File: src/rtl/core/smeu_pkg.sv
`timescale 1ns / 1ps
`default_nettype none
package smeu_pkg;

  localparam int DataDepthDef  = 128;
  localparam int StackDepthDef = 64;
  localparam int LabelCount    = 128;
  localparam int DataW         = 32;

  typedef enum logic [4:0] {
    OP_LOAD  = 5'd0,  OP_LOADI = 5'd1,  OP_STO   = 5'd2,  OP_POP  = 5'd3,
    OP_ADD   = 5'd4,  OP_SUB   = 5'd5,  OP_MULT  = 5'd6,  OP_DIV  = 5'd7,
    OP_BR    = 5'd8,  OP_BRF   = 5'd9,  OP_EQ    = 5'd10, OP_COPY = 5'd11,
    OP_NOTEQ = 5'd12, OP_GT    = 5'd13, OP_LES   = 5'd14, OP_GE   = 5'd15,
    OP_LE    = 5'd16, OP_AND   = 5'd17, OP_OR    = 5'd18, OP_NOT  = 5'd19,
    OP_IN    = 5'd20, OP_OUT   = 5'd21, OP_STOP  = 5'd22
  } op_e;

  typedef enum logic [1:0] {
    FLT_NONE  = 2'd0,
    FLT_UNDER = 2'd1,
    FLT_OVER  = 2'd2,
    FLT_DIVZ  = 2'd3
  } fault_e;

  typedef enum logic [2:0] {
    ST_CLEAR, ST_IDLE, ST_READ, ST_EXEC, ST_MUL, ST_DIV, ST_FIN
  } state_e;

  typedef struct packed {
    logic clear;
    logic accept;
    logic plan;
    logic mul;
    logic div_load;
    logic div_step;
    logic commit;
  } smeu_cmd_t;

  typedef struct packed {
    logic clear_last;
    logic need_mul;
    logic need_div;
    logic div_last;
    logic out_busy;
  } smeu_sts_t;

endpackage
`default_nettype wire

File: src/rtl/core/smeu_ctrl.sv
`timescale 1ns / 1ps
`default_nettype none
module smeu_ctrl
  import smeu_pkg::*;
(
  input  wire logic      clk_i,
  input  wire logic      rst_ni,
  input  wire logic      in_valid_i,
  output logic           in_ready_o,
  input  wire logic      out_ready_i,
  input  wire smeu_sts_t sts_i,
  output smeu_cmd_t      cmd_o
);

  state_e state_q, state_d;

  always_ff @(posedge clk_i or negedge rst_ni) begin
    if (!rst_ni) begin
      state_q <= ST_CLEAR;
    end else begin
      state_q <= state_d;
    end
  end

  always_comb begin
    state_d = state_q;
    unique case (state_q)
      ST_CLEAR: if (sts_i.clear_last) state_d = ST_IDLE;
      ST_IDLE:  if (in_valid_i) state_d = ST_READ;
      ST_READ:  state_d = ST_EXEC;
      ST_EXEC: begin
        if (sts_i.need_mul) state_d = ST_MUL;
        else if (sts_i.need_div) state_d = ST_DIV;
        else state_d = ST_FIN;
      end
      ST_MUL:   state_d = ST_FIN;
      ST_DIV:   if (sts_i.div_last) state_d = ST_FIN;
      ST_FIN:   if (!sts_i.out_busy || out_ready_i) state_d = ST_IDLE;
      default:  state_d = ST_CLEAR;
    endcase
  end

  always_comb begin
    cmd_o      = '0;
    in_ready_o = 1'b0;
    unique case (state_q)
      ST_CLEAR: cmd_o.clear = 1'b1;
      ST_IDLE: begin
        in_ready_o   = 1'b1;
        cmd_o.accept = in_valid_i;
      end
      ST_EXEC: begin
        cmd_o.plan     = 1'b1;
        cmd_o.div_load = sts_i.need_div && !sts_i.need_mul;
      end
      ST_MUL:  cmd_o.mul = 1'b1;
      ST_DIV:  cmd_o.div_step = 1'b1;
      ST_FIN:  cmd_o.commit = !sts_i.out_busy || out_ready_i;
      default: cmd_o = '0;
    endcase
  end

endmodule
`default_nettype wire

File: config.mk
export PLATFORM = sky130hd
export DESIGN_NAME = smeu_ctrl
export DESIGN_NICKNAME = d
export VERILOG_FILES = /design/src/rtl/core/smeu_pkg.sv /design/src/rtl/core/smeu_ctrl.sv
export SDC_FILE = /design/constraint.sdc
export NUM_CORES = 1
export LEC_CHECK = 0
export CORE_AREA = 2 2 39 41
export CTS_BUF_LIST = sky130_fd_sc_hd__clkbuf_2
export CTS_CLUSTER_SIZE = 12
export DETAILED_ROUTE_END_ITERATION = 8
export DIE_AREA = 0 0 41 43
export DONT_BUFFER_PORTS = 1
export MAX_ROUTING_LAYER = met4
export PLACE_DENSITY = 0.36
export SYNTH_ARGS = -nofsm -noshare
export SYNTH_HDL_FRONTEND = slang
export SYNTH_SLANG_ARGS = --single-unit
File: constraint.sdc
create_clock -name clk_i -period 2.43 [get_ports clk_i]
set_clock_uncertainty 0.1 [all_clocks]
set_input_delay 0.3645 -clock clk_i [delete_from_list [all_inputs] [get_ports clk_i]]
set_output_delay 0.3645 -clock clk_i [all_outputs]
set_load 0.03 [all_outputs]
==> qor.yml, run 1 <==
pwr_density_cell_nw_per_um2: 1530
worstPathMaxFanout: 14
clkLatencyLatePin_ns: 0.21
ys_warn_count: 0
hold_class: "in -> reg"
drc: 0
start_util: 0.222
critical_path_class: "reg -> out"
postRouteAntennaNets: 0
rr_startpoint: "state_q[2]$_DFFE_PN0P_"
wirelength_um: 691
crit_start: "state_q[0]$_DFFE_PN0P_"
syn_nets: 45
top_register: "state_q"
cts_root_buf: "clkbuf_2"
outcome: "finished, final reports clean"
detailedPlace.worstSlack_ns: 0.663
grt_pass1_wl_um: 1230
cts_buffer_depth: 2
wire_per_inst_um: 12.3
power_mw: 0.524
hold_viol: 0
grt_max_degree: 15
syn_inst: 36
cp_data_required_time_ns: 1.97
cts_hold_buf: 1
place.port_buffers: 0
crit_arrival_ns: 1.51
dr_wl_met2_um: 361
htree_levels: 1
relSlewSlack: 0.747
slew_viol_final: 0
row_count: 14
wl_met1_um: 271
synth_edf_count: 0
synth.area.top_cells: "dfrtp_1, and3_1, buf_6, nor4bb_2, a221oi_2"
top_regs: "state_q x3"
postSynth.asyncResetShare: 1.00
synth_top_area_cell: "dfrtp_1"
clock.fmax_mhz: 506
synth-main-ff-cell: "dfrtp_1"
p_leak_nw: 0.161
grt_use_total: 0.106
vias: 267
grt-ovfl-total: 0
cts_tree: "done"
area_delta_synth_final_pct: 11.4
place_congestion: 0.741
start_kind: "register"
firstDrtPassIters: 4
synth.most_common_cell: "and3_1"
die_h_um: 43
tightest_slew_ns: 0.380
fin_crit_sh: 0.814
cap_violations: 0
synth_cell_types: 25
die-area_um2: 1760
worst_setup_path_end_kind: "primary output"
drive_above_1_share: 0.275
r2r-end: "state_q[0]$_DFFE_PN0P_"
rsz0062_at_grt: "false"
wl_met3_um: 57
synth.top_cell.area_share: 0.244
r2r_cells: 3
dpl.cell_count: 51
avgViaCountPerCell: 4.77
largest_register_ffs: 3
cts.sinks: 3
path_cells: "nand2_2 > nor2_4 > and3_1"
nNetsFinal: 50
endpoint: "cmd_o[2]"
dr.first_iter.drc_count: 1
grt_pass1_vias: 293
finalSetupViolations: 0
clkSlewWorstSetupHoldPaths_ns: 0.05
diodes: 0
post_cts_buffers: 0
fin_crit_ns: 1.98
syn_area_um2: 308
hpwl_um: 539
timing.final.ws_setup_ns: 0.453
core-area_um2: 1380
crit_path_top_delay_cell: "dfrtp_1"
antenna_found_initial: 0
syn_area_per_cell_um2: 8.55
stdcell_count: 56
cp_slowest_stage_delay_ns: 0.56
cts_resized: 0
ys_seq_elements: 3
yosysSeqAreaShare: 0.244
io_pins: 17
cts_buffers: 3
synth_common_cells: "and3_1, dfrtp_1, nand2_1"
die_w_um: 41
fin_tns_setup_ns: 0
reg2reg_slack_ns: 1.05
ir_drop_v: 0.000374
top_layer_used: "met3"
power breakdown:
group / leakage [nW] / switching (mW) / internal [mW]
clock: 0.0166 / 0.0268 / 0.0435
sequential: 0.0358 / 0.0775 / 0.0758
combinational: 0.108 / 0.180 / 0.121
area by class of cell:
type	count	area, µm²
fill	165	1040
multi-input combinational	28	195
tap	16	20.0
inverter	2	7.51
timing repair buffer	3	25.0
clock buffer	4	20.0
sequential	3	75.1
placed cells by master, fill, tap and decap left out, drive strengths merged, types with 2 or more instances in the layout:
cell	count
and3	4
clkbuf	4
nand2	4
nor2	4
dfrtp	3
inv	2
nor2b	2
buf	2
o21ai	2
per-layer routing:
layer  GRT usage  up-vias
li1            -      133
met3      0.0262        0
met5           -        -
met1       0.143      126
met4      0.0800        0
met2       0.131        8
cell families after synthesis:
logic type,count (synthesis),share of synthesized area
flops,3,0.244
compound gates,8,0.215
buf+inv,5,0.122
simple gates,20,0.419
how the worst min path moves through the flow:
stage / endpoint / cells after the start / slack (ns) / startpoint
after floorplan: state_q[0]$_DFFE_PN0P_ / 0 / -0.03 / rst_ni
after global placement: state_q[1]$_DFFE_PN0P_ / 0 / -0.03 / rst_ni
after detailed placement: state_q[1]$_DFFE_PN0P_ / 0 / -0.03 / rst_ni
after CTS: state_q[0]$_DFFE_PN0P_ / 2 / 0.22 / sts_i[4]
after global routing: state_q[0]$_DFFE_PN0P_ / 2 / 0.22 / sts_i[4]
final: state_q[0]$_DFFE_PN0P_ / 2 / 0.22 / sts_i[4]
worst max-delay path, delay by kind of cell (launching register included):
kind | cells | cell delay [ns]
flops | 1 | 0.56
simple gates | 3 | 0.74
through the flow:
step | util | cell area [µm²] | hold slack, ns
after floorplan | - | 308 | -0.0311
after global placement | 0.226 | 313 | -0.0310
after detailed placement | 0.226 | 313 | -0.0310
after CTS | 0.248 | 343 | 0.221
after global routing | 0.248 | 343 | 0.220
final | 0.248 | 343 | 0.222
No activity file was read; power rests on OpenSTA's default activity.
==> run 2: changes to the inputs <==
--- a/config.mk
+++ b/config.mk
@@ -5,6 +5,7 @@
 export SDC_FILE = /design/constraint.sdc
 export NUM_CORES = 1
 export LEC_CHECK = 0
+export ABC_AREA = 1
 export CORE_AREA = 2 2 39 41
 export CTS_BUF_LIST = sky130_fd_sc_hd__clkbuf_2
 export CTS_CLUSTER_SIZE = 12
@@ -12,7 +13,7 @@
 export DIE_AREA = 0 0 41 43
 export DONT_BUFFER_PORTS = 1
 export MAX_ROUTING_LAYER = met4
-export PLACE_DENSITY = 0.36
+export PLACE_DENSITY = 0.37
 export SYNTH_ARGS = -nofsm -noshare
 export SYNTH_HDL_FRONTEND = slang
 export SYNTH_SLANG_ARGS = --single-unit
==> constraint.sdc (replaced) <==
create_clock -name clk_i -period 1.9 [get_ports clk_i]
set_clock_uncertainty 0.1 [all_clocks]
set_input_delay 0.285 -clock clk_i [delete_from_list [all_inputs] [get_ports clk_i]]
set_output_delay 0.285 -clock clk_i [all_outputs]
set_load 0.03 [all_outputs]
==> run 2 against run 1 <==
  * Die area did not move
  * Via count rose by 15%
  * Critical endpoint unchanged
  * Largest power group unchanged
  * Setup slack got worse by 0.14 ns
  * Clock power rose by 26%
==> qor.yml, run 2 <==
outcome: "finished, final reports clean"
p_leak_nw: 0.225
grt_pass1_vias: 292
reg2reg_slack_ns: 0.66
place.port_buffers: 0
path_cells: "nor2_1 > nand2_1 > nor2_1 > buf_4"
stdcell_count: 74
synth_edf_count: 0
fin_tns_setup_ns: 0
busiest_layer: "met2"
cpMostUsedCell: "nor2_1"
hold_class: "in -> reg"
place_congestion: 0.737
synth-main-ff-cell: "dfrtp_1"
dpl.cell_count: 69
crit_arrival_ns: 1.21
syn_nets: 60
fin_crit_sh: 0.838
wirelength_um: 619
synth.area.top_cells: "dfrtp_1, nand2_1, inv_1, nor2_2, buf_6"
postSynth.asyncResetShare: 1.00
area_delta_synth_final_pct: 18.2
clkSlewWorstSetupHoldPaths_ns: 0.04
cts_buffers: 3
hpwl_um: 521
rsz0062_at_grt: "false"
core-area_um2: 1380
antenna_found_initial: 0
synth_cell_types: 14
wire_per_inst_um: 8.36
mostFrequentLayoutCell: "nand2_1"
cts_buffer_depth: 2
post_cts_buffers: 0
top_regs: "state_q x3"
cap_violations: 0
cp_data_required_time_ns: 1.51
cp_slowest_stage_delay_ns: 0.47
drc: 0
fin_crit_ns: 1.59
htree_levels: 1
die_h_um: 43
met2_usage: 0.128
synth.most_common_cell: "nand2_1"
top_register: "state_q"
grt.met3_usage: 0.0314
clkLatencyLatePin_ns: 0.20
slew_viol_final: 0
critPathTopFamily: "flip-flops"
largest_register_ffs: 3
relSlewSlack: 0.812
start_util: 0.229
worstPathMaxFanout: 9
drive_above_1_share: 0.310
cts_root_buf: "clkbuf_2"
grt_use_total: 0.0939
clock.fmax_mhz: 628
synth_common_cells: "nand2_1, inv_1, nor2_1"
syn_inst: 51
ys_seq_elements: 3
yosysSeqAreaShare: 0.237
pwr_density_cell_nw_per_um2: 1670
row_count: 14
diodes: 0
synth_top_area_cell: "dfrtp_1"
start_kind: "register"
syn_area_um2: 317
finalSetupViolations: 0
io_pins: 17
crit_path_top_delay_cell: "dfrtp_1"
die-area_um2: 1760
syn_area_per_cell_um2: 6.21
critical_path_class: "reg -> out"
hold_viol: 0
die_w_um: 41
cp_num_buf_inv: 1
postRouteAntennaNets: 0
ys_warn_count: 0
globalRouteMet1Util: 0.104
mostFrequentLayoutCells: "nand2_1, inv_1, nor2_1"
cts.sinks: 3
synth.top_cell.area_share: 0.237
grt_pass1_wl_um: 1060
ir_drop_v: 0.000482
cts_tree: "done"
worst_setup_path_end_kind: "primary output"
avgViaCountPerCell: 4.15
vias: 307
firstDrtPassIters: 4
grt_max_degree: 10
grt-ovfl-total: 0
dr.first_iter.drc_count: 2
nNetsFinal: 68
tightest_slew_ns: 0.283
[run 2: kinds of logic after synthesis]
| kind of cell | synth area share |
|---|---|
| buf+inv | 0.202 |
| flops | 0.237 |
| compound gates | 0.0869 |
| simple gates | 0.474 |
[run 2: final timing paths]
| path | from | endpoint | cells after the start |
|---|---|---|---|
| max | state_q[2]$_DFFE_PN0P_ | cmd_o[2] | 4 |
| min | sts_i[0] | state_q[1]$_DFFE_PN0P_ | 4 |
| max reg2reg | state_q[2]$_DFFE_PN0P_ | state_q[2]$_DFFE_PN0P_ | 7 |
| min reg2reg | state_q[2]$_DFFE_PN0P_ | state_q[2]$_DFFE_PN0P_ | 2 |
| max in group asynchronous | rst_ni | state_q[0]$_DFFE_PN0P_ | 1 |
| min in group asynchronous | rst_ni | state_q[1]$_DFFE_PN0P_ | 1 |
[run 2: cell type report]
cell class                 instances  area [µm²]
clock buffer                       4        20.0
sequential                         3        75.1
multi-input combinational         35         178
inverter                          11        41.3
tap                               16        20.0
fill                             172        1010
timing repair buffer               5        40.0
[run 2: power by group]
group | internal [mW] | switching [mW]
logic | 0.116 | 0.264
clock network | 0.0555 | 0.0333
registers | 0.0949 | 0.0609
[run 2: what timing repair did]
action                                 CTS  global route
hold buffers                             1             0
resized for setup                        0             0
endpoints found under the hold margin    3             0
[run 2: stage by stage]
step	power (mW)	util	cell area, µm²	worst slack (ns)	hold WS (ns)
after floorplan	0.508	-	317	0.414	-0.111
after global placement	0.548	0.249	344	0.545	-0.111
after detailed placement	0.540	0.249	344	0.524	-0.111
after CTS	0.633	0.270	374	0.296	0.212
after global routing	0.698	0.270	374	0.171	0.224
final	0.624	0.270	374	0.308	0.207
[run 2: tightest hold or removal path: stages]
cell	delay, ns
nand2_1	0.06
nor2_2	0.05
inv_1	0.04
nand2_1	0.04
[run 2: per-layer routing]
metal	wire [µm]	vias up
met5	0	-
met4	14	0
met3	34	3
met2	269	15
met1	300	127
li1	-	162
